File: src/hdl/max_priority_queue_array_assert.svh
// assertion macros for the max priority queue
`ifndef MAX_PRIORITY_QUEUE_ARRAY_ASSERT_SVH
`define MAX_PRIORITY_QUEUE_ARRAY_ASSERT_SVH

// same-cycle implication, checked out of reset
`define MPQA_ASSERT_NOW(label, ante, cons) \
    label: assert property (@(posedge clk) disable iff (!rst_n) (ante) |-> (cons)) \
        else $error("mpqa same-cycle check failed");

// next-cycle implication, checked out of reset
`define MPQA_ASSERT_NEXT(label, ante, cons) \
    label: assert property (@(posedge clk) disable iff (!rst_n) (ante) |=> (cons)) \
        else $error("mpqa next-cycle check failed");

`endif

File: src/hdl/mpqa_pkg.sv
// shared types, codes and constants of the max priority queue
`default_nettype none

package mpqa_pkg;

    localparam int DATA_W        = 32;
    localparam int OCC_W         = 5;
    localparam int STATUS_W      = 2;
    localparam int CAPACITY_DEF  = 16;

    localparam logic ACT_INSERT = 1'b0;
    localparam logic ACT_REMOVE = 1'b1;

    localparam logic [STATUS_W-1:0] STATUS_OK    = 2'd0;
    localparam logic [STATUS_W-1:0] STATUS_FULL  = 2'd1;
    localparam logic [STATUS_W-1:0] STATUS_EMPTY = 2'd2;

    // command broadcast to every cell
    typedef struct packed {
        logic                     ins;
        logic                     rem;
        logic signed [DATA_W-1:0] value;
    } mpqa_cmd_t;

    // what a cell shows its neighbours
    typedef struct packed {
        logic                     valid;
        logic                     keep;
        logic signed [DATA_W-1:0] data;
    } mpqa_link_t;

endpackage

`default_nettype wire

File: src/hdl/mpqa_cell.sv
// one slot of the sorted shift-register queue
`default_nettype none

module mpqa_cell
    import mpqa_pkg::*;
(
    input  wire logic       clk,
    input  wire logic       rst_n,
    input  wire mpqa_cmd_t  cmd,
    input  wire mpqa_link_t left,
    input  wire mpqa_link_t right,
    output mpqa_link_t      link
);

    logic                     valid_reg;
    logic                     valid_next;
    logic signed [DATA_W-1:0] data_reg;
    logic signed [DATA_W-1:0] data_next;
    logic                     keep;

    // slot holds its value on insert when it is at least the new one
    assign keep = valid_reg && (data_reg >= cmd.value);

    always_comb
    begin
        valid_next = valid_reg;
        data_next  = data_reg;
        priority if (cmd.ins)
        begin
            priority if (keep)
            begin
                valid_next = valid_reg;
            end
            else if (left.keep)
            begin
                valid_next = 1'b1;
                data_next  = cmd.value;
            end
            else
            begin
                valid_next = left.valid;
                data_next  = left.data;
            end
        end
        else if (cmd.rem)
        begin
            valid_next = right.valid;
            data_next  = right.data;
        end
        else
        begin
            valid_next = valid_reg;
        end
    end

    always_ff @(posedge clk or negedge rst_n)
    begin
        if (!rst_n)
        begin
            valid_reg <= 1'b0;
        end
        else
        begin
            valid_reg <= valid_next;
        end
    end

    always_ff @(posedge clk)
    begin
        data_reg <= data_next;
    end

    assign link.valid = valid_reg;
    assign link.keep  = keep;
    assign link.data  = data_reg;

endmodule

`default_nettype wire

File: src/hdl/max_priority_queue_array.sv
// top level: bounded max priority queue built as a row of sorted cells
// registered: the result of an accepted request is in the output register from the next cycle
// throughput: one transaction per cycle while the output is not stalled; each cell resolves in a single compare
// against the broadcast value, so the row updates fully in every cycle
// reset: cell valid bits, fill count and output valid clear at once; slot data is
// left as is and needs no clearing pass
`default_nettype none

`include "max_priority_queue_array_assert.svh"

module max_priority_queue_array
    import mpqa_pkg::*;
#(
    parameter int CAPACITY = CAPACITY_DEF
)
(
    input  wire logic                       clk,
    input  wire logic                       rst_n,
    input  wire logic                       req_valid,
    output logic                            req_ready,
    input  wire logic                       action,
    input  wire logic signed [DATA_W-1:0]   value,
    output logic                            rsp_valid,
    input  wire logic                       rsp_ready,
    output logic signed [DATA_W-1:0]        removed_value,
    output logic [STATUS_W-1:0]             status,
    output logic [OCC_W-1:0]                occupancy,
    output logic                            is_empty,
    output logic                            is_full
);

    localparam int CNT_W = $clog2(CAPACITY + 1);
    localparam logic [CNT_W-1:0] CAP_CNT = CNT_W'(CAPACITY);

    // boundary links: the head side always keeps, the tail side is empty
    localparam mpqa_link_t HEAD_LINK = '{valid: 1'b1, keep: 1'b1, data: '0};
    localparam mpqa_link_t TAIL_LINK = '{valid: 1'b0, keep: 1'b0, data: '0};

    // fill count
    logic [CNT_W-1:0] count_reg;
    logic [CNT_W-1:0] count_next;
    logic             full;
    logic             empty;

    // output register
    logic                       rsp_valid_reg;
    logic                       rsp_valid_next;
    logic signed [DATA_W-1:0]   removed_value_reg;
    logic signed [DATA_W-1:0]   removed_value_next;
    logic [STATUS_W-1:0]        status_reg;
    logic [STATUS_W-1:0]        status_next;
    logic [OCC_W-1:0]           occupancy_reg;
    logic [OCC_W-1:0]           occupancy_next;
    logic                       is_empty_reg;
    logic                       is_empty_next;
    logic                       is_full_reg;
    logic                       is_full_next;

    logic       req_fire;
    mpqa_cmd_t  cmd;
    mpqa_link_t link_w [CAPACITY];

    assign full  = (count_reg == CAP_CNT);
    assign empty = (count_reg == '0);

    // a new request is taken whenever the output register is free or draining
    assign req_ready = !rsp_valid_reg || rsp_ready;
    assign req_fire  = req_valid && req_ready;

    // rejected requests are not passed on to the cells
    assign cmd.ins   = req_fire && (action == ACT_INSERT) && !full;
    assign cmd.rem   = req_fire && (action == ACT_REMOVE) && !empty;
    assign cmd.value = value;

    // row of cells, kept sorted with the largest value in the head cell
    for (genvar i = 0; i < CAPACITY; i++)
    begin : g_cell
        mpqa_link_t left_w;
        mpqa_link_t right_w;

        if (i == 0)
        begin : g_head
            assign left_w = HEAD_LINK;
        end
        else
        begin : g_mid_left
            assign left_w = link_w[i-1];
        end

        if (i == CAPACITY - 1)
        begin : g_tail
            assign right_w = TAIL_LINK;
        end
        else
        begin : g_mid_right
            assign right_w = link_w[i+1];
        end

        mpqa_cell u_cell (
            .clk   (clk),
            .rst_n (rst_n),
            .cmd   (cmd),
            .left  (left_w),
            .right (right_w),
            .link  (link_w[i])
        );
    end

    // count update and result for the transaction being taken
    always_comb
    begin
        count_next         = count_reg;
        removed_value_next = removed_value_reg;
        status_next        = status_reg;
        rsp_valid_next     = rsp_valid_reg;

        if (rsp_ready)
        begin
            rsp_valid_next = 1'b0;
        end

        if (req_fire)
        begin
            rsp_valid_next     = 1'b1;
            removed_value_next = '0;
            status_next        = STATUS_OK;
            unique case (action)
                ACT_INSERT:
                begin
                    if (full)
                    begin
                        status_next = STATUS_FULL;
                    end
                    else
                    begin
                        count_next = count_reg + 1'b1;
                    end
                end
                ACT_REMOVE:
                begin
                    if (empty)
                    begin
                        status_next = STATUS_EMPTY;
                    end
                    else
                    begin
                        // head cell always holds the maximum
                        removed_value_next = link_w[0].data;
                        count_next         = count_reg - 1'b1;
                    end
                end
                default:
                begin
                    status_next = STATUS_OK;
                end
            endcase
        end

        // occupancy wraps to the field width for large capacities
        occupancy_next = req_fire ? OCC_W'(count_next) : occupancy_reg;
        is_empty_next  = req_fire ? (count_next == '0) : is_empty_reg;
        is_full_next   = req_fire ? (count_next == CAP_CNT) : is_full_reg;
    end

    always_ff @(posedge clk or negedge rst_n)
    begin
        if (!rst_n)
        begin
            count_reg     <= '0;
            rsp_valid_reg <= 1'b0;
        end
        else
        begin
            count_reg     <= count_next;
            rsp_valid_reg <= rsp_valid_next;
        end
    end

    // result payload, held while the transaction is stalled
    always_ff @(posedge clk)
    begin
        removed_value_reg <= removed_value_next;
        status_reg        <= status_next;
        occupancy_reg     <= occupancy_next;
        is_empty_reg      <= is_empty_next;
        is_full_reg       <= is_full_next;
    end

    assign rsp_valid     = rsp_valid_reg;
    assign removed_value = removed_value_reg;
    assign status        = status_reg;
    assign occupancy     = occupancy_reg;
    assign is_empty      = is_empty_reg;
    assign is_full       = is_full_reg;

    // head cell holds a value exactly when the queue is not empty
    `MPQA_ASSERT_NOW(a_head_valid, 1'b1, link_w[0].valid == (count_reg != '0))

    // row stays sorted at its head
    `MPQA_ASSERT_NOW(a_head_sorted, link_w[1].valid,
                     link_w[0].valid && (link_w[0].data >= link_w[1].data))

    // an accepted insert into a non-full queue grows the count by one
    `MPQA_ASSERT_NEXT(a_insert_count, cmd.ins, count_reg == $past(count_reg) + 1'b1)

    // a full rejection is only reported with the full flag set
    `MPQA_ASSERT_NOW(a_full_status, rsp_valid_reg && (status_reg == STATUS_FULL),
                     is_full_reg)

endmodule

`default_nettype wire
File: config.mk
export PLATFORM = sky130hd
export DESIGN_NAME = max_priority_queue_array
export DESIGN_NICKNAME = d
export VERILOG_FILES = /design/src/hdl/mpqa_pkg.sv /design/src/hdl/mpqa_cell.sv /design/src/hdl/max_priority_queue_array.sv
export VERILOG_INCLUDE_DIRS = /design/src /design/src/hdl
export SDC_FILE = /design/constraint.sdc
export NUM_CORES = 2
export LEC_CHECK = 0
export BUFFER_PORTS_ARGS = -buffer_cell sky130_fd_sc_hd__buf_4
export CELL_PAD_IN_SITES_DETAIL_PLACEMENT = 0
export CELL_PAD_IN_SITES_GLOBAL_PLACEMENT = 1
export CORE_AREA = 2 2 341 343
export CTS_CLUSTER_DIAMETER = 30
export DETAILED_ROUTE_END_ITERATION = 7
export DIE_AREA = 0 0 343 345
export PLACE_DENSITY_LB_ADDON = 0.1
export SLEW_MARGIN = 10
export SYNTH_ARGS = -nofsm -noshare
export SYNTH_HDL_FRONTEND = slang
export SYNTH_SLANG_ARGS = --single-unit
File: constraint.sdc
create_clock -name clk -period 5.1 [get_ports clk]
set_clock_uncertainty 0.15 [all_clocks]
set_input_delay 0.51 -clock clk [delete_from_list [all_inputs] [get_ports clk]]
set_output_delay 0.51 -clock clk [all_outputs]
set_load 0.01 [all_outputs]
==> out/results.ini <==
[logic_synthesis]
synthTopCellsByArea = edfxtp_1 (42%), ha_1 (16%), mux2i_1 (8.9%), nand2_1 (6.2%), o21ai_0 (5.6%)
synth_edf_count = 553
syn-num-nets = 4461
synthTopCellsByCount = nand2_1 (655), edfxtp_1 (553), ha_1 (514)
ys.flop_type = edfxtp_1
ys_seq_area_share_pct = 43.04
syn-instance-count = 3910
yosys.area.top_type = edfxtp_1
synth_top_cell_area_share_pct = 41.66
ys_seq_elements = 575
avgSynthCellArea_um2 = 10.19
syn-cell-area_um2 = 39860
yosysUniqueCellTypes = 64
ys_async_sr_fraction_pct = 3.826
yosysWarnings = 0
synth_most_common_cell = nand2_1

[routing]
drt-total-wl_um = 149000
via_per_inst = 5.564
firstDrtPassIters = 6
drc_errors = 0
wire_per_inst_um = 25.82
ant_nets = 0
detailroute.via_count = 32110
dr.first_iter.drc_count = 2016

[timing]
rsz0062_at_grt = no
worst-slew-pin-transition_ns = 0.9783
setup_violations = 0
fmax_mhz = 250.0
slew_violations = 0
whs_ns = 0.05849
fin_setup_tns_ns = 0
period_share_pct = 78.43
slew_headroom_pct = 33.10
fin_crit_ns = 4.000
layout_setup_ws_ns = 1.100
hold_viol = 0

[die]
die-height_um = 345
start_util_pct = 34.63
pin_count = 80
dieArea_um2 = 118300
rows = 125
core_um2 = 115100
die_x_um = 343

[layout]
largest_reg_flops = 512
fill_cells = 11380
drive_gt1_share_pct = 13.10
seqCellArea_um2 = 17160
final_nets = 4648
area_growth_pct = 22.78
multiInputGateArea_um2 = 21440

[critical_path]
critPathLaunchType = flip-flop
r2r_cells = 10
r2r_slack_ns = 1.10
path_class = flip-flop to flip-flop
regToRegStartpoint = g_cell[10].u_cell.data_reg[27]$_DFFE_PP_
crit_path_top_delay_cell = nor4_1
crit_fanout = 20
end_kind = flip-flop
crit_arrival_ns = 4.34
cp_cell_sequence = ha_1, nand4_1, nor4_1, buf_4, o311a_1, or4_1, and3_2, buf_12, mux2i_1, o21ai_1
worstPathRequired_ns = 5.44
max_stage_delay_ns = 0.71
r2r-end = g_cell[11].u_cell.data_reg[23]$_DFFE_PP_

[outcome]
status = finished clean

[run]
maxCapViolCount = 0

[cts]
cts_buffer_depth = 3
clk_pin_slew_ns = 0.04
post_cts_buffers = 0
h-tree-depth = 4
numCtsBuffers = 177
cts_resized = 0
cts_tree = built
clockRootBuffer = clkbuf_16
cts_sinks = 575
clkLatencyLatePin_ns = 0.77

[pwr]
cellPowerDensity_nw_per_um2 = 512.8
peakVddDrop_mv = 0.3821
leakage_uw = 0.02003

[placed_design]
io_buffers = 79
place.gp.congestion = 0.8399
dp.final_hpwl_um = 112600
pre_cts_ws_ns = 0.5436

[grt]
grt_max_degree = 158
grt_overflow = 0
antenna_found_initial = 4
grt_pass1_vias = 33130
grt_pass1_wl_um = 219400
globalRouteTotalUtil_pct = 24.94

[min_path]
hold_class = input pin to async pin

## report_power, final
part | internal, uW | switching, uW | total, uW
clock network | 7900 | 3340 | 11200
registers | 6440 | 999 | 7430
logic | 2510 | 3910 | 6420
## worst max-delay path: cells and delay by family, from the launching register on
kind	cells	cell delay, ns
AO/OA/AOI/OAI	2	0.32
flip-flops	1	0.43
adder cells (fa/ha/maj)	1	0.34
multiplexers	1	0.20
buffers and inverters	2	0.51
AND/OR/NAND/NOR	4	1.74
## worst max-delay path by stage
stage	startpoint	end	slack, ns	cells past startpoint
floorplan	rsp_ready	g_cell[9].u_cell.data_reg[0]$_DFFE_PP_	0.14	6
global placement	value[26]	g_cell[11].u_cell.data_reg[19]$_DFFE_PP_	0.56	12
detailed placement	value[31]	g_cell[11].u_cell.data_reg[29]$_DFFE_PP_	0.54	12
CTS	g_cell[10].u_cell.data_reg[27]$_DFFE_PP_	g_cell[11].u_cell.data_reg[23]$_DFFE_PP_	1.26	10
global route	g_cell[10].u_cell.data_reg[27]$_DFFE_PP_	g_cell[11].u_cell.data_reg[24]$_DFFE_PP_	1.05	10
finish	g_cell[10].u_cell.data_reg[27]$_DFFE_PP_	g_cell[11].u_cell.data_reg[23]$_DFFE_PP_	1.10	10
## layout by cell type (no fill, tap or decap), types with 43 or more instances in the layout
master     Yosys  final
buf_4         14    209
a21oi_1      186    186
ha_1         514    514
nand4_1      109    109
nand3_1      178    170
a31oi_1       43     43
edfxtp_1     553    553
a21o_1        72     72
mux2i_1      353    353
nand2_1      655    649
nor2_1        97     95
o211ai_1      85     85
clkbuf_16      0    182
inv_1         58     58
o21ai_0      443    430
## cell families (layout without fill, tap and decap cells)
family / count (synthesis) / in the layout / synth area share [%]
and+or+nand+nor: 1187 / 1187 / 13.44
AOI/OAI and AO/OA: 990 / 990 / 14.64
DFF: 575 / 575 / 43.04
adders and majority gates: 514 / 514 / 16.13
muxes: 353 / 353 / 8.864
buffers and inverters: 290 / 625 / 3.855
xor gates and xnor gates: 1 / 1 / 0.02198
other: 0 / 2 / 0
## per-layer routing
| metal | vias up | part of all wire [%] | GRT usage (%) |
|---|---|---|---|
| li1 | 15340 | - | - |
| met1 | 15800 | 43 | 31.09 |
| met3 | 208 | 3.9 | 3.820 |
| met4 | 4 | 2.5 | 7.459 |
| met2 | 762 | 51 | 44.05 |
| met5 | - | 0.017 | 0 |
## area by class of cell
type / count / share of cell area [%]
multi-input combinational: 3045 / 43.81
clock buffer: 209 / 9.554
clock inverter: 118 / 2.874
antenna: 2 / 0.01023
tap: 1524 / 3.896
inverter: 59 / 0.4525
sequential: 575 / 35.06
timing repair buffer: 239 / 4.351
## per-stage QoR
step | power [uW] | instance area, um^2 | instances | util [%]
final | 25100 | 48940 | 5771 | 42.52
after global routing | 26320 | 48930 | 5769 | 42.51
after CTS | 25280 | 48930 | 5769 | 42.51
after detailed placement | 13920 | 42810 | 5438 | 37.19
after global placement | 13890 | 42810 | 5438 | 37.19
after floorplan | 11530 | 39860 | 3910 | -
## repair_timing
action                                 4_1_cts  5_1_grt
endpoints found under the hold margin       24        0
setup endpoints to repair                    0        0
hold buffers                                 4        0
Power figures use the tool's default switching activity.
